**src/rtl/desw_pkg.sv**
```systemverilog
`default_nettype none
// ----------------------------------------------------------------------------
// desw_pkg
// Shared types and constants for the decimal entry square wave generator.
// ----------------------------------------------------------------------------
package desw_pkg;

    // Event codes carried by the input opcode field
    typedef enum logic [1:0] {
        OP_DIGIT = 2'd0,
        OP_START = 2'd1,
        OP_STOP  = 2'd2,
        OP_TICK  = 2'd3
    } op_t;

    typedef enum logic [2:0] {
        ST_IDLE,
        ST_DECODE,
        ST_DIVIDE,
        ST_RELOAD,
        ST_COMMIT
    } state_t;

    localparam int CNT_W    = 16;   // reload counter width
    localparam int VAL_W    = 14;   // entered decimal value
    localparam int CNTD_W   = 3;    // digits held
    localparam int DIGIT_W  = 4;
    localparam int DVSR_W   = 22;   // 217 * 9999 fits in 22 bits
    localparam int DVND_W   = 27;   // 1e8 fits in 27 bits
    localparam int STEP_W   = 5;    // indexes the dividend bits

    localparam logic [DVND_W-1:0]  SCALED_CLOCK = 27'd100000000;
    localparam logic [DVND_W-1:0]  RELOAD_BASE  = 27'd65545;
    localparam logic [7:0]         DIVISOR_STEP = 8'd217;
    localparam logic [DIGIT_W-1:0] DIGIT_MAX    = 4'd9;
    localparam logic [STEP_W-1:0]  LAST_STEP    = 5'(DVND_W - 1);

    typedef struct packed {
        logic load_item;
        logic div_load;
        logic div_step;
        logic rel_load;
        logic commit;
    } desw_cmd_t;

    typedef struct packed {
        logic is_start;
        logic value_zero;
        logic div_last;
    } desw_status_t;

endpackage
`default_nettype wire

```
**src/rtl/desw_ctrl.sv**
```systemverilog
`default_nettype none
// ----------------------------------------------------------------------------
// desw_ctrl
// Sequencer: takes one transaction, steps the divider for a start with a
// non-zero value, and commits the result into the output register once it is free.
// ----------------------------------------------------------------------------
module desw_ctrl (
    input  wire                    aclk,
    input  wire                    aresetn,
    input  wire                    s_valid,
    output logic                   s_ready,
    output logic                   m_valid,
    input  wire                    m_ready,
    input  desw_pkg::desw_status_t status,
    output desw_pkg::desw_cmd_t    cmd
);

    desw_pkg::state_t state_reg, state_next;
    logic             m_valid_reg, m_valid_next;
    logic             out_free;

    assign out_free = !m_valid_reg || m_ready;
    assign m_valid  = m_valid_reg;

    always_ff @(posedge aclk) begin
        if (!aresetn) begin
            state_reg   <= desw_pkg::ST_IDLE;
            m_valid_reg <= 1'b0;
        end else begin
            state_reg   <= state_next;
            m_valid_reg <= m_valid_next;
        end
    end

    always_comb begin
        state_next   = state_reg;
        m_valid_next = m_valid_reg && !m_ready;
        cmd          = '0;
        s_ready      = 1'b0;
        unique case (state_reg)
            desw_pkg::ST_IDLE: begin
                s_ready = 1'b1;
                if (s_valid) begin
                    cmd.load_item = 1'b1;
                    state_next    = desw_pkg::ST_DECODE;
                end
            end
            desw_pkg::ST_DECODE: begin
                if (status.is_start && !status.value_zero) begin
                    cmd.div_load = 1'b1;
                    state_next   = desw_pkg::ST_DIVIDE;
                end else begin
                    state_next   = desw_pkg::ST_COMMIT;
                end
            end
            desw_pkg::ST_DIVIDE: begin
                cmd.div_step = 1'b1;
                if (status.div_last) begin
                    state_next = desw_pkg::ST_RELOAD;
                end
            end
            desw_pkg::ST_RELOAD: begin
                cmd.rel_load = 1'b1;
                state_next   = desw_pkg::ST_COMMIT;
            end
            desw_pkg::ST_COMMIT: begin
                // hold until the previous result has been taken
                if (out_free) begin
                    cmd.commit   = 1'b1;
                    m_valid_next = 1'b1;
                    state_next   = desw_pkg::ST_IDLE;
                end
            end
            default: begin
                state_next = desw_pkg::ST_IDLE;
            end
        endcase
    end

endmodule
`default_nettype wire

```
**src/rtl/desw_dp.sv**
```systemverilog
`default_nettype none
// ----------------------------------------------------------------------------
// desw_dp
// Datapath: digit entry, reload word computation by restoring division,
// period counter, wave level and the output register.
// ----------------------------------------------------------------------------
module desw_dp #(
    parameter int NUM_DIGITS = 4
) (
    input  wire                    aclk,
    input  wire                    aresetn,
    input  wire  [1:0]             s_opcode,
    input  wire  [3:0]             s_digit_value,
    input  desw_pkg::desw_cmd_t    cmd,
    output desw_pkg::desw_status_t status,
    output logic                   m_wave_level,
    output logic                   m_running,
    output logic [15:0]            m_reload_value,
    output logic [13:0]            m_entered_value,
    output logic [2:0]             m_digits_held,
    output logic                   m_zero_rejected
);

    localparam int VW = desw_pkg::VAL_W;
    localparam int CW = desw_pkg::CNT_W;
    localparam int DW = desw_pkg::DVSR_W;
    localparam int NW = desw_pkg::DVND_W;

    // captured transaction
    desw_pkg::op_t                 op_reg;
    logic [desw_pkg::DIGIT_W-1:0]  digit_reg;

    // architectural state
    logic [VW-1:0]                 entered_reg, entered_next;
    logic [desw_pkg::CNTD_W-1:0]   count_reg, count_next;
    logic [CW-1:0]                 reload_word_reg, reload_word_next;
    logic [CW-1:0]                 counter_reg, counter_next;
    logic                          run_reg, run_next;
    logic                          level_reg, level_next;
    logic                          rejected;

    // divider
    logic [DW-1:0]                 divisor_reg;
    logic [DW-1:0]                 rem_reg, rem_next;
    logic [NW-1:0]                 quot_reg;
    logic [desw_pkg::STEP_W-1:0]   step_reg;
    logic [DW:0]                   trial;
    logic                          qbit;
    logic [NW-1:0]                 q_ceil;
    logic [CW-1:0]                 reload_calc_reg;
    logic [VW+3:0]                 times_ten;

    assign status.is_start   = (op_reg == desw_pkg::OP_START);
    assign status.value_zero = (entered_reg == '0);
    assign status.div_last   = (step_reg == '0);

    always_ff @(posedge aclk) begin
        if (cmd.load_item) begin
            op_reg    <= desw_pkg::op_t'(s_opcode);
            digit_reg <= s_digit_value;
        end
    end

    // one quotient bit per cycle, dividend bits taken MSB first
    always_comb begin
        trial    = {rem_reg, desw_pkg::SCALED_CLOCK[step_reg]};
        qbit     = (trial >= {1'b0, divisor_reg});
        rem_next = qbit ? DW'(trial - {1'b0, divisor_reg}) : DW'(trial);
        q_ceil   = quot_reg + NW'(rem_reg != '0);
    end

    always_ff @(posedge aclk) begin
        if (cmd.div_load) begin
            divisor_reg <= DW'({8'd0, entered_reg} * DW'(desw_pkg::DIVISOR_STEP));
            rem_reg     <= '0;
            quot_reg    <= '0;
            step_reg    <= desw_pkg::LAST_STEP;
        end else if (cmd.div_step) begin
            rem_reg     <= rem_next;
            quot_reg    <= {quot_reg[NW-2:0], qbit};
            step_reg    <= step_reg - 1'b1;
        end
        if (cmd.rel_load) begin
            // saturate at zero when the period is too long
            reload_calc_reg <= (q_ceil > desw_pkg::RELOAD_BASE) ? '0
                             : CW'(desw_pkg::RELOAD_BASE - q_ceil);
        end
    end

    always_comb begin
        entered_next     = entered_reg;
        count_next       = count_reg;
        reload_word_next = reload_word_reg;
        counter_next     = counter_reg;
        run_next         = run_reg;
        level_next       = level_reg;
        rejected         = 1'b0;
        times_ten        = {entered_reg, 3'b000} + {2'b00, entered_reg, 1'b0};
        case (op_reg)
            desw_pkg::OP_DIGIT: begin
                if (digit_reg <= desw_pkg::DIGIT_MAX &&
                    count_reg < desw_pkg::CNTD_W'(NUM_DIGITS)) begin
                    entered_next = VW'(times_ten + {(VW)'(0), digit_reg});
                    count_next   = count_reg + 1'b1;
                end
            end
            desw_pkg::OP_START: begin
                if (entered_reg == '0) begin
                    rejected = 1'b1;
                end else begin
                    reload_word_next = reload_calc_reg;
                    counter_next     = reload_calc_reg;
                    run_next         = 1'b1;
                end
            end
            desw_pkg::OP_STOP: begin
                run_next     = 1'b0;
                entered_next = '0;
                count_next   = '0;
            end
            default: begin
                if (run_reg) begin
                    if (counter_reg == '1) begin
                        counter_next = reload_word_reg;
                        level_next   = !level_reg;
                    end else begin
                        counter_next = counter_reg + 1'b1;
                    end
                end
            end
        endcase
    end

    always_ff @(posedge aclk) begin
        if (!aresetn) begin
            entered_reg     <= '0;
            count_reg       <= '0;
            reload_word_reg <= '0;
            counter_reg     <= '0;
            run_reg         <= 1'b0;
            level_reg       <= 1'b0;
        end else if (cmd.commit) begin
            entered_reg     <= entered_next;
            count_reg       <= count_next;
            reload_word_reg <= reload_word_next;
            counter_reg     <= counter_next;
            run_reg         <= run_next;
            level_reg       <= level_next;
        end
    end

    // output register, loaded with the post-update state
    always_ff @(posedge aclk) begin
        if (cmd.commit) begin
            m_wave_level    <= level_next;
            m_running       <= run_next;
            m_reload_value  <= reload_word_next;
            m_entered_value <= entered_next;
            m_digits_held   <= count_next;
            m_zero_rejected <= rejected;
        end
    end

endmodule
`default_nettype wire

```
**src/rtl/decimal_entry_square_wave_generator_core.sv**
```systemverilog
`default_nettype none
// ----------------------------------------------------------------------------
// decimal_entry_square_wave_generator_core
// Keypad-style decimal entry driving a reloadable 16-bit square wave counter.
// ----------------------------------------------------------------------------
// One transaction in gives one result out. Digit, stop and tick events go
// through the decode and commit states; a start with a non-zero value also
// runs the 27-step restoring divider that forms ceil(1e8 / (217 * f)) one
// quotient bit per cycle, then the reload state. A start with value zero is
// refused without the divider. The block works on one transaction at a time:
// s_ready is high only while it is idle, and a finished result sits in the
// output register while the next transaction is taken and processed.
module decimal_entry_square_wave_generator_core #(
    parameter int NUM_DIGITS = 4
) (
    input  wire         aclk,
    input  wire         aresetn,
    input  wire         s_valid,
    output logic        s_ready,
    input  wire  [1:0]  s_opcode,
    input  wire  [3:0]  s_digit_value,
    output logic        m_valid,
    input  wire         m_ready,
    output logic        m_wave_level,
    output logic        m_running,
    output logic [15:0] m_reload_value,
    output logic [13:0] m_entered_value,
    output logic [2:0]  m_digits_held,
    output logic        m_zero_rejected
);

    desw_pkg::desw_cmd_t    cmd;
    desw_pkg::desw_status_t status;

    desw_ctrl u_ctrl (
        .aclk    (aclk),
        .aresetn (aresetn),
        .s_valid (s_valid),
        .s_ready (s_ready),
        .m_valid (m_valid),
        .m_ready (m_ready),
        .status  (status),
        .cmd     (cmd)
    );

    desw_dp #(
        .NUM_DIGITS (NUM_DIGITS)
    ) u_dp (
        .aclk            (aclk),
        .aresetn         (aresetn),
        .s_opcode        (s_opcode),
        .s_digit_value   (s_digit_value),
        .cmd             (cmd),
        .status          (status),
        .m_wave_level    (m_wave_level),
        .m_running       (m_running),
        .m_reload_value  (m_reload_value),
        .m_entered_value (m_entered_value),
        .m_digits_held   (m_digits_held),
        .m_zero_rejected (m_zero_rejected)
    );

endmodule
`default_nettype wire

```
**config.mk**
```make
export PLATFORM = sky130hd
export DESIGN_NAME = decimal_entry_square_wave_generator_core
export DESIGN_NICKNAME = d
export VERILOG_FILES = /design/src/rtl/desw_pkg.sv /design/src/rtl/desw_ctrl.sv /design/src/rtl/desw_dp.sv /design/src/rtl/decimal_entry_square_wave_generator_core.sv
export SDC_FILE = /design/constraint.sdc
export NUM_CORES = 1
export LEC_CHECK = 0
export BUFFER_PORTS_ARGS = -buffer_cell sky130_fd_sc_hd__buf_4
export CORE_ASPECT_RATIO = 1.1
export CORE_MARGIN = 5
export CORE_UTILIZATION = 40
export CTS_BUF_LIST = sky130_fd_sc_hd__clkbuf_16
export DETAILED_ROUTE_END_ITERATION = 10
export PLACE_DENSITY = 0.61
export SLEW_MARGIN = 0
export SYNTH_ARGS = -nofsm -noshare
export SYNTH_HDL_FRONTEND = slang
export SYNTH_SLANG_ARGS = --single-unit
```
**constraint.sdc**
```tcl
create_clock -name aclk -period 6.7 [get_ports aclk]
set_clock_uncertainty 0.05 [all_clocks]
set_input_delay 0.67 -clock aclk [delete_from_list [all_inputs] [get_ports aclk]]
set_output_delay 0.67 -clock aclk [all_outputs]
set_load 0.03 [all_outputs]
```
Word level (Yosys, flattened, before mapping)
Memory sizes are Yosys's and may differ from the RTL's. A register that Yosys moved wholly into a read port is not among the register bits.
Cells that the tools add are included.
{"block": "op_classes", "muxes": 36, "eq_ne": 11, "n_reduce_logical": 18, "bitwise_logic": 1, "add_sub_neg": 8, "mul": 1, "order_cmp": 5}
{"operator": "$mux 16", "count": 5}
{"operator": "$pmux 16 s2", "count": 1}
{"operator": "$pmux 14 s2", "count": 1}
{"operator": "$add 27x1->27", "count": 1}
{"operator": "$gt 27x17->1 const B", "count": 1}
{"operator": "$ge 23x22->1", "count": 1}
{"operator": "$mul 14x8->22 const B", "count": 1}
{"operator": "$mux 22", "count": 1}
{"operator": "$reduce_bool 22->1", "count": 1}
{"operator": "$sub 22x22->22", "count": 1}
{"operator": "$mux 1", "count": 17}
{"operator": "$add 16x1->16 const B", "count": 1}
{"operator": "$eq 16x16->1 const B", "count": 1}
{"operator": "$sub 4x16->16 const A", "count": 1}
{"operator": "$mux 3", "count": 5}
{"operator": "$pmux 3 s5", "count": 1}
{"operator": "$add 14x14->14", "count": 1}
{"operator": "$add 14x4->14", "count": 1}
{"operator": "$logic_not 14->1", "count": 1}
{"operator": "$mux 14", "count": 1}
{"operator": "$mux 5", "count": 2}
{"operator": "$eq 3x2->1 const B", "count": 2}
{"operator": "$lt 5x6->1 const B", "count": 1}
{"operator": "$ne 2x2->1 const B", "count": 3}
{"operator": "other kinds (23)", "count": 28}
{"block": "totals", "ff_bits": 189, "mem_bits_ro": 32, "out_inout_bits": 38, "memories": 1}
{"memory": "(no name shown)", "words": 32, "word_bits": 1, "rd": 1, "rd_clocked_by_memory_dff": 1, "write_ports": 0, "line_no": "desw_dp.sv:66", "text": "trial = {rem_reg, desw_pkg::SCALED_CLOCK[step_reg]};"}

Longest topological paths before layout
Gate-level depths: netlist of run 1.
{"block": "depth", "ltp_word": 6, "mapped_depth": 19, "depth_no_buf": 19}

Modules after synthesis
Synthesis of run 1 repeated with hierarchy kept, for this count alone.
{"block": "unflattened", "cells_unflattened": 1329, "hier_area_um2": 12821.0}
{"module": "desw_dp", "instances": 1, "seq_area_each_um2": 4524.3, "area_each_um2": 12598.3, "cells_per_inst": 1304}
{"module": "desw_ctrl", "instances": 1, "seq_area_each_um2": 80.1, "area_each_um2": 222.7, "cells_per_inst": 25}

Least setup slack after synthesis of run 1
No wires, ideal clock.
{"block": "synth_path", "path_kind": "register -> register", "startpoint": "reg u_dp.entered_reg[2]", "endpoint": "reg u_dp.divisor_reg[21], data pin", "n_path_buf": 0, "required_ns": 6.390, "setup_slack_ns": 2.354, "arrival_time_ns": 4.036, "period_less_slack_ns": 4.346, "path_stages_with_launch": 19, "cell_sequence": "dfxtp_1 -> inv_1 -> ha_1 -> xor2_1 -> ha_1 -> fa_1 -> inv_1 -> fa_1 -> inv_1 -> ha_1 -> nand2_1 -> o211ai_1 -> a31oi_1 -> a2111oi_0 -> o21a_1 -> nor2_1 -> o21bai_1 -> a21oi_1 -> xnor2_1"}
{"block": "synth_via", "elab_chain_len": 1}
{"item": "start, declared", "line_no": "desw_dp.sv:34", "text": "logic [VW-1:0] entered_reg, entered_next;"}
{"item": "start signal, assigned", "line_no": "desw_dp.sv:143", "text": "entered_reg <= entered_next;"}
{"item": "$mul 14x8->22", "line_no": "desw_dp.sv:74", "text": "divisor_reg <= DW'({8'd0, entered_reg} * DW'(desw_pkg::DIVISOR_STEP));"}
{"item": "end signal, assigned", "line_no": "desw_dp.sv:74"}
{"item": "end, declared", "line_no": "desw_dp.sv:43", "text": "logic [DW-1:0] divisor_reg;"}
Every way passes these cells.
A chain may end at the register's enable or synchronous reset.

Worst setup path after layout of run 1
Ends and elaborated chain as after synthesis.

==> results of run 1 <==
## through the flow
step,setup WS [ns],hold slack (ns),instance area (um^2),power [mW]
6_report,1.97,0.347,14100,3.51
5_1_grt,1.51,0.330,14100,3.74
4_1_cts,1.96,0.328,14100,3.54
3_5_place_dp,1.98,0.426,13400,2.49
3_3_place_gp,2.03,0.417,13400,2.46
2_1_floorplan,2.35,0.397,12800,2.26
## power groups by stage
| stage | clock network [mW] | logic [mW] | registers [mW] |
|---|---|---|---|
| after floorplan | 0 | 0.857 | 1.40 |
| after CTS | 1.07 | 1.07 | 1.40 |
| after global routing | 1.12 | 1.21 | 1.41 |
| final | 1.05 | 1.07 | 1.40 |
| after global placement | 0 | 1.04 | 1.42 |
| after detailed placement | 0 | 1.07 | 1.42 |
## worst max-delay path: cells and delay by family (launching register included)
kind	cells	cell delay, ns
AOI/OAI and AO/OA	6	1.19
xor gates and xnor gates	2	0.29
adders and majority gates	5	2.08
buffers and inverters	3	0.20
DFF	1	0.52
and+or+nand+nor	2	0.15
## layer usage
metal / vias up / share of wire / GRT usage
li1: 4870 / - / -
met1: 4602 / 0.45 / 0.205
met2: 161 / 0.50 / 0.283
met3: 27 / 0.031 / 0.0243
met4: 0 / 0.018 / 0.0515
met5: - / 0 / 0
## cells by family after synthesis
group,count (synthesis),synth area share
xor+xnor,97,0.0665
fa+ha+maj,155,0.170
compound gates,274,0.139
buf+inv,157,0.0506
flops,190,0.361
simple gates,464,0.176
mux,45,0.0370
## cell usage after synthesis (all sizes together) (5+ instances only)
master,instances
nand2,199
ha,124
dfxtp,110
inv,97
o21ai,87
nor2,84
edfxtp,80
a21oi,61
xnor2,59
clkbuf,43
xor2,38
nor3,37
nand3,33
fa,31
a21boi,30
mux2i,27
nor2b,20
nand4,19
mux2,18
buf,16
o211ai,14
and3,13
a31oi,10
nand2b,10
o31ai,10
a21o,9
and2,9
or2,8
nor4,7
o211a,7
o21a,7
and4,6
or3,5
## area by class of cell
class / instances / area, um^2 / area share
clock buffers: 20 / 500 / 0.0356
inverters: 98 / 368 / 0.0262
multi-input cells: 1035 / 7520 / 0.535
repair buffers: 57 / 428 / 0.0304
well taps: 420 / 526 / 0.0374
clock inverters: 12 / 104 / 0.00739
flip-flops and latches: 190 / 4600 / 0.328
## how the worst min path moves through the flow
stage                                          from                                    to  slack, ns  depth (start not counted)
3_5_place_dp   u_dp.reload_word_reg[5]$_SDFFE_PN0P_  u_dp.reload_word_reg[5]$_SDFFE_PN0P_       0.43                          2
6_report                           s_digit_value[2]           u_dp.digit_reg[2]$_DFFE_PP_       0.35                          1
4_1_cts                            s_digit_value[2]           u_dp.digit_reg[2]$_DFFE_PP_       0.33                          1
3_3_place_gp   u_dp.reload_word_reg[3]$_SDFFE_PN0P_  u_dp.reload_word_reg[3]$_SDFFE_PN0P_       0.42                          2
5_1_grt                            s_digit_value[2]           u_dp.digit_reg[2]$_DFFE_PP_       0.33                          1
2_1_floorplan         u_dp.rem_reg[21]$_SDFFE_PP0P_         u_dp.rem_reg[21]$_SDFFE_PP0P_       0.40                          2
==> flow_summary.yaml, run 1 <==
status:
  outcome: "complete, no violations"
clock_tree:
  clockBufferDepth: 2
  numCtsBuffers: 17
  clk_pin_slew_ns: 0.07
  clk_latency_ns: 0.45
  clock-sinks: 190
  root_buffer: "clkbuf_16"
  cts_resized: 0
  hold_buffers: 0
  cts_setup_buffers: 0
  cts_max_level: 4
  cts_tree: "built"
power:
  p_leak_nw: 5.97
  power_frac_seq: 0.398
  combPwrFrac: 0.304
  p_sw_frac: 0.337
  power_frac_clock: 0.298
  ir_drop_mv: 0.218
  power.density_nw_per_um2: 250
  p_switching_mw: 1.18
  p_int_mw: 2.33
yosys:
  syn_inst: 1382
  synth.cell_area_um2: 12800
  synth.distinct_cells: 79
  synth_area_leaders: "edfxtp_1, dfxtp_1, ha_1, nand2_1, fa_1"
  syn_nets: 1547
  synth_edf_count: 80
  synth_largest_area_cell: "edfxtp_1"
  synth_top_cell_area_share: 0.188
  synth_seq_cells: 190
  ys.flop_type: "dfxtp_1"
  yosys_warnings: 0
  syn_avg_cell_area_um2: 9.24
  ys_seq_area_frac: 0.361
  async_flop_share: 0
grt:
  grt_pass1_vias: 9637
  grt_antenna_before_repair: 0
  grt_max_degree: 60
  overflow: 0
  grt_pass1_wl_um: 47800
  grtUsageTotal: 0.161
detailed_routing:
  first_pass_iters: 5
  ant_nets: 0
  route.final.wire_length_um: 28200
  drtIter0Drc: 568
  vias_per_cell: 5.27
  drc: 0
  vias: 9660
  post_drt_wl_per_cell_um: 15.4
die:
  ios: 48
  dieWidth_um: 180
  die_area_um2: 35600
  die_h_um: 197
  row_count: 68
  initial_core_util: 0.406
  core_um2: 31500
timing:
  worst_pin_slew_ns: 1.00
  drv_slew: 0
  final_hold_viol_count: 0
  rsz0062_at_grt: "false"
  fin_crit_sh: 0.707
  setup_viol: 0
  finalCriticalPeriod_ns: 4.73
  tns_ns: 0
  fmax_ghz: 0.211
  relSlewSlack: 0.330
finish:
  area_growth_pct: 10.1
  largest_reg_flops: 27
  utilization: 0.446
  fin_cells: 1832
  diodes: 0
  final_layout_size_suffix_gt1_frac: 0.0970
  layout.nets: 1564
  fillers: 3063
  final_cell_mix: "nand2_1, ha_1, dfxtp_1, inv_1, o21ai_0"
  mostFrequentLayoutCell: "nand2_1"
worst_setup_path:
  crit_fanout: 9
  critPathCaptureType: "register"
  reg2regPathDepth: 18
  path_cells: "inv_1 -> ha_1 -> xor2_1 -> ha_1 -> fa_1 -> inv_1 -> fa_1 -> inv_1 -> ha_1 -> nand2_1 -> o211ai_1 -> a31oi_1 -> a2111oi_0 -> o21a_1 -> nor2_1 -> o21bai_1 -> a21oi_1 -> xnor2_1"
  endpoint: "u_dp.divisor_reg[21]$_DFFE_PP_"
  reg2reg_to: "u_dp.divisor_reg[21]$_DFFE_PP_"
  ff2ff_setup_slack_ns: 1.97
  slowest_stage: "fa_1"
  critPathLaunchType: "register"
  arrival_ns: 4.88
  critPathLaunch: "u_dp.entered_reg[2]$_SDFFE_PN0P_"
  cp.required_ns: 6.84
  cp_slowest_stage_delay_ns: 0.54
  critPathKind: "reg2reg"
  r2r_start: "u_dp.entered_reg[2]$_SDFFE_PN0P_"
placement:
  portBuffers: 47
  gp_congestion: 0.848
  dp_hpwl_um: 20900
  dp.cells: 1800
flow_run:
  max-cap-violations: 0
hold_path:
  hold_class: "in2reg"
(Power assumes the default switching activity.)
==> inputs of run 2 (changes only) <==
--- a/config.mk
+++ b/config.mk
@@ -5,13 +5,14 @@
 export SDC_FILE = /design/constraint.sdc
 export NUM_CORES = 1
 export LEC_CHECK = 0
+export ABC_AREA = 1
 export BUFFER_PORTS_ARGS = -buffer_cell sky130_fd_sc_hd__buf_4
 export CORE_ASPECT_RATIO = 1.1
 export CORE_MARGIN = 5
 export CORE_UTILIZATION = 40
 export CTS_BUF_LIST = sky130_fd_sc_hd__clkbuf_16
 export DETAILED_ROUTE_END_ITERATION = 10
-export PLACE_DENSITY = 0.61
+export PLACE_DENSITY = 0.63
 export SLEW_MARGIN = 0
 export SYNTH_ARGS = -nofsm -noshare
 export SYNTH_HDL_FRONTEND = slang
==> constraint.sdc (replaced) <==
create_clock -name aclk -period 4.3 [get_ports aclk]
set_clock_uncertainty 0.05 [all_clocks]
set_input_delay 0.43 -clock aclk [delete_from_list [all_inputs] [get_ports aclk]]
set_output_delay 0.43 -clock aclk [all_outputs]
set_load 0.03 [all_outputs]
==> flow_summary.yaml, run 2 <==
power:
  p_sw_frac: 0.322
  p_int_mw: 3.14
  power_frac_seq: 0.442
  ir_drop_mv: 0.286
  p_leak_nw: 7.76
  combPwrFrac: 0.206
  power_mw: 4.63
  power.density_nw_per_um2: 304
  power_frac_clock: 0.352
  p_switching_mw: 1.49
worst_setup_path:
  arrival_ns: 4.26
  critPathCaptureType: "register"
  critPathKind: "reg2reg"
  path_cells: "inv_1 -> ha_1 -> xor2_1 -> ha_1 -> a21o_1 -> fa_1 -> inv_1 -> fa_1 -> inv_1 -> ha_1 -> a21o_1 -> a21oi_2 -> nand3b_1 -> nand2_1 -> nand3_1 -> nand2_1 -> xor2_1"
  cp_slowest_stage_delay_ns: 0.53
  critPathLaunchType: "register"
  crit_fanout: 5
  slowest_stage: "fa_1"
  cp.required_ns: 4.45
grt:
  grt_pass1_vias: 11323
  grt_max_degree: 61
  overflow: 0
  grt_pass1_wl_um: 54700
  grtUsageTotal: 0.171
  grt_antenna_before_repair: 0
die:
  row_count: 71
  die_h_um: 204
  ios: 48
  dieWidth_um: 187
  initial_core_util: 0.404
  core_um2: 34000
  die_area_um2: 38100
timing:
  drv_slew: 0
  relSlewSlack: 0.191
  worst_pin_slew_ns: 1.20
  fin_ws_ns: 0.199
  fmax_ghz: 0.244
  fin_crit_sh: 0.954
  hold_ws_ns: 0.107
  finalCriticalPeriod_ns: 4.10
  tns_ns: 0
  final_hold_viol_count: 0
  setup_viol: 0
  rsz0062_at_grt: "false"
placement:
  place_area_um2: 14600
  portBuffers: 47
  dp_slack_ns: 0.0685
  dp_hpwl_um: 25400
  dp.cells: 2282
  gp_congestion: 0.904
finish:
  layout.nets: 2028
  utilization: 0.448
  fillers: 3428
  final_cell_mix: "nand2_1, inv_1, nor2_1, a21oi_1, ha_1"
  diodes: 0
  fin_cells: 2314
  post-route-cell-area_um2: 15300
  area_growth_pct: 11.0
  largest_reg_flops: 27
  final_layout_size_suffix_gt1_frac: 0.0874
  mostFrequentLayoutCell: "nand2_1"
yosys:
  synth_compound_area_frac: 0.122
  synthSimpleGateAreaFrac: 0.242
  synth.distinct_cells: 47
  syn_avg_cell_area_um2: 7.56
  synth_top_family_by_area: "simple AND/OR/NAND/NOR gates"
  synth_top_cell_area_share: 0.175
  synth_area_leaders: "edfxtp_1, dfxtp_1, ha_1, nand2_1, inv_1"
  synth_largest_area_cell: "edfxtp_1"
  ys.flop_type: "dfxtp_1"
  async_flop_share: 0
  synth_edf_count: 80
  synth.cell_area_um2: 13700
  synth_adder_area_share: 0.158
  muxShareOfSynthArea: 0
  synth_top_cells_by_count: "nand2_1, inv_1, nor2_1, a21oi_1, ha_1"
  ys_seq_area_frac: 0.335
  synth_seq_cells: 190
  syn_nets: 1982
  yosys_warnings: 0
  synthMostInstantiatedCell: "nand2_1"
  syn_inst: 1817
  synth-xor-area-share: 0.0420
clock_tree:
  cts_setup_buffers: 0
  cts_tree: "built"
  root_buffer: "clkbuf_16"
  clk_latency_ns: 0.46
  numCtsBuffers: 17
  hold_buffers: 0
  clockBufferDepth: 2
  clock-sinks: 190
  cts_max_level: 4
  clk_pin_slew_ns: 0.08
detailed_routing:
  first_pass_iters: 5
  vias: 11767
  route.final.wire_length_um: 32900
  post_drt_wl_per_cell_um: 14.2
  vias_per_cell: 5.09
  drc: 0
  ant_nets: 0
  drtIter0Drc: 716
flow_run:
  max-cap-violations: 0
hold_path:
  hold_class: "in2reg"
status:
  outcome: "complete, no violations"
==> run 2: changes by cell type after synthesis, sizes merged, moves of 44 or more <==
cell and change:
nand3 +77, nor2 +87, xnor2 -44, inv +217, a21oi +68, nand2 +189
==> run 2: cell families after synthesis <==
kind of cell / after synthesis
AOI/OAI and AO/OA: 307
xor gates and xnor gates: 65
adders and majority gates: 155
buffers and inverters: 362
DFF: 190
and+or+nand+nor: 738
==> run 2: timing repair <==
action,4_1_cts,5_1_grt
endpoints found under the setup margin,0,7
hold endpoints to repair,0,0
gates resized for setup,0,4
==> run 2: path summary, 6_finish.rpt <==
path                                      from                                 to  slack, ns  cells after the start
min                                s_opcode[0]           u_dp.op_reg[0]$_DFFE_PP_       0.11                      1
min reg2reg  u_dp.counter_reg[13]$_SDFFE_PN0P_  u_dp.counter_reg[13]$_SDFFE_PN0P_       0.44                      2
max           u_dp.entered_reg[3]$_SDFFE_PN0P_     u_dp.divisor_reg[21]$_DFFE_PP_       0.20                     17
max reg2reg   u_dp.entered_reg[3]$_SDFFE_PN0P_     u_dp.divisor_reg[21]$_DFFE_PP_       0.20                     17
==> run 2: cell type report <==
class,instances,area [um^2],share of cell area
clock buffer,18,450,0.0295
clock inverter,14,156,0.0103
inverter,318,1190,0.0783
multi-input combinational,1265,7760,0.509
sequential,190,4610,0.302
tap,438,548,0.0359
timing repair buffer,71,533,0.0349
==> run 2: metal layers <==
layer / wire (um) / global-route usage / vias up
li1: - / - / 5998
met1: 15100 / 0.220 / 5484
met2: 15900 / 0.297 / 240
met3: 1220 / 0.0273 / 45
met4: 694 / 0.0492 / 0
met5: 0 / 0 / -
==> run 2: critical path, delay by kind of cell (launching register included) <==
kind,cells,cell delay [ns]
AOI/OAI and AO/OA,3,0.58
xor gates and xnor gates,2,0.33
adders and majority gates,5,1.93
buffers and inverters,3,0.19
DFF,1,0.42
and+or+nand+nor,4,0.38
==> run 2: power by group through the flow <==
stage | combinational [mW] | clock, mW | sequential [mW]
3_5_place_dp | 0.961 | 0 | 2.09
5_1_grt | 1.08 | 1.75 | 2.06
2_1_floorplan | 0.688 | 0 | 2.10
4_1_cts | 0.967 | 1.68 | 2.05
3_3_place_gp | 0.938 | 0 | 2.08
6_report | 0.955 | 1.63 | 2.05
==> inputs of run 3 (changes only) <==
--- a/config.mk
+++ b/config.mk
@@ -9,10 +9,10 @@
 export BUFFER_PORTS_ARGS = -buffer_cell sky130_fd_sc_hd__buf_4
 export CORE_ASPECT_RATIO = 1.1
 export CORE_MARGIN = 5
-export CORE_UTILIZATION = 40
+export CORE_UTILIZATION = 45
 export CTS_BUF_LIST = sky130_fd_sc_hd__clkbuf_16
 export DETAILED_ROUTE_END_ITERATION = 10
-export PLACE_DENSITY = 0.63
+export PLACE_DENSITY = 0.68
 export SLEW_MARGIN = 0
 export SYNTH_ARGS = -nofsm -noshare
 export SYNTH_HDL_FRONTEND = slang
==> flow_summary.yaml, run 3 (synthesis results as in run 2) <==
finish:
  post-route-cell-area_um2: 15200
  area_growth_pct: 11.0
  final_cell_mix: "nand2_1, inv_1, nor2_1, a21oi_1, ha_1"
  ff_latch_area_um2: 4610
  diodes: 0
  fillers: 2978
  layout.nets: 2028
  mostFrequentLayoutCell: "nand2_1"
  multi_input_area_um2: 7760
  final_layout_size_suffix_gt1_frac: 0.0874
  utilization: 0.503
  largest_reg_flops: 27
timing:
  tns_ns: 0
  rsz0062_at_grt: "false"
  fmax_ghz: 0.246
  finalCriticalPeriod_ns: 4.07
  drv_slew: 0
  relSlewSlack: 0.187
  fin_crit_sh: 0.947
  setup_viol: 0
  final_hold_viol_count: 0
  fin_ws_ns: 0.228
  worst_pin_slew_ns: 1.21
clock_tree:
  numCtsBuffers: 17
  cts_tree: "built"
  cts_resized: 0
  cts_setup_buffers: 0
  root_buffer: "clkbuf_16"
  clk_pin_slew_ns: 0.08
  hold_buffers: 0
  clockBufferDepth: 2
  clock-sinks: 190
  clk_latency_ns: 0.44
  cts_max_level: 4
worst_setup_path:
  cp_slowest_stage_delay_ns: 0.53
  critPathLaunchType: "register"
  critPathKind: "reg2reg"
  path_cells: "inv_1 -> ha_1 -> xor2_1 -> ha_1 -> a21o_1 -> fa_1 -> inv_1 -> fa_1 -> inv_1 -> ha_1 -> a21o_1 -> a21oi_2 -> nand3b_1 -> nand2_1 -> nand3_1 -> nand2_1 -> xor2_1"
  cp.required_ns: 4.44
  crit_fanout: 7
  critical_path_buf_inv_count: 3
  critPathCaptureType: "register"
  arrival_ns: 4.21
  slowest_stage: "fa_1"
  cpLargestDelayFamily: "adder cells"
detailed_routing:
  route.final.wire_length_um: 32100
  drc: 0
  ant_nets: 0
  vias_per_cell: 5.09
  post_drt_wl_per_cell_um: 14.0
  first_pass_iters: 5
  vias: 11646
  drtIter0Drc: 752
die:
  ios: 48
  initial_core_util: 0.453
  dieWidth_um: 177
  die_h_um: 193
  row_count: 67
  die_area_um2: 34100
  core_um2: 30300
placement:
  place_area_um2: 14600
  dp_slack_ns: 0.0612
  gp_congestion: 0.926
  dp_hpwl_um: 24800
  portBuffers: 47
grt:
  grt_max_degree: 61
  grt_pass1_vias: 11436
  grtUsageTotal: 0.192
  grt_antenna_before_repair: 0
  grt_pass1_wl_um: 54900
  overflow: 0
power:
  ir_drop_mv: 0.311
  p_leak_nw: 7.77
  power.density_nw_per_um2: 307
status:
  outcome: "complete, no violations"
flow_run:
  max-cap-violations: 0
hold_path:
  hold_class: "in2reg"
==> run 3: changes by cell type in the layout (fill, tap and decap cells not counted), sizes merged <==
cell / before / now
clkbuf: 18 / 17
bufinv: 0 / 1
inv: 324 / 323
clkinv: 7 / 8
==> run 3: per-stage QoR <==
step,hold slack (ns),instances,power [mW]
floorplan,0.396,1817,2.79
global placement,0.417,2258,3.03
detailed placement,0.424,2258,3.05
CTS,0.0910,2290,4.73
global route,0.0872,2290,4.95
finish,0.111,2290,4.69
==> run 3: area by class of cell <==
| type | instances | share of cell area |
|---|---|---|
| sequential | 190 | 0.302 |
| clock buffer | 17 | 0.0279 |
| tap | 414 | 0.0340 |
| timing repair buffer | 71 | 0.0350 |
| multi-input combinational | 1265 | 0.509 |
| inverter | 318 | 0.0783 |
| clock inverter | 15 | 0.0137 |
==> run 3: metal layers <==
metal / part of all wire / track usage / wire [um] / up-vias
met5: 0 / 0 / 0 / -
met4: 0.020 / 0.0570 / 631 / 0
met3: 0.028 / 0.0242 / 903 / 43
met2: 0.49 / 0.333 / 15900 / 205
met1: 0.46 / 0.249 / 14700 / 5394
li1: - / - / - / 6004
==> run 3: power by group <==
part	leakage, nW	internal [mW]	switching [mW]
Clock	0.305	0.857	0.823
Combinational	5.81	0.338	0.622
Sequential	1.66	1.99	0.0582
==> run 3: worst paths after layout <==
check	slack, ns	end	startpoint	depth (start not counted)
worst max-delay path	0.23	u_dp.divisor_reg[21]$_DFFE_PP_	u_dp.entered_reg[2]$_SDFFE_PN0P_	17
worst min-delay path	0.11	u_dp.op_reg[1]$_DFFE_PP_	s_opcode[1]	1
worst max register to register	0.23	u_dp.divisor_reg[21]$_DFFE_PP_	u_dp.entered_reg[2]$_SDFFE_PN0P_	17
worst min register to register	0.43	u_dp.count_reg[2]$_SDFFE_PN0P_	u_dp.count_reg[2]$_SDFFE_PN0P_	2
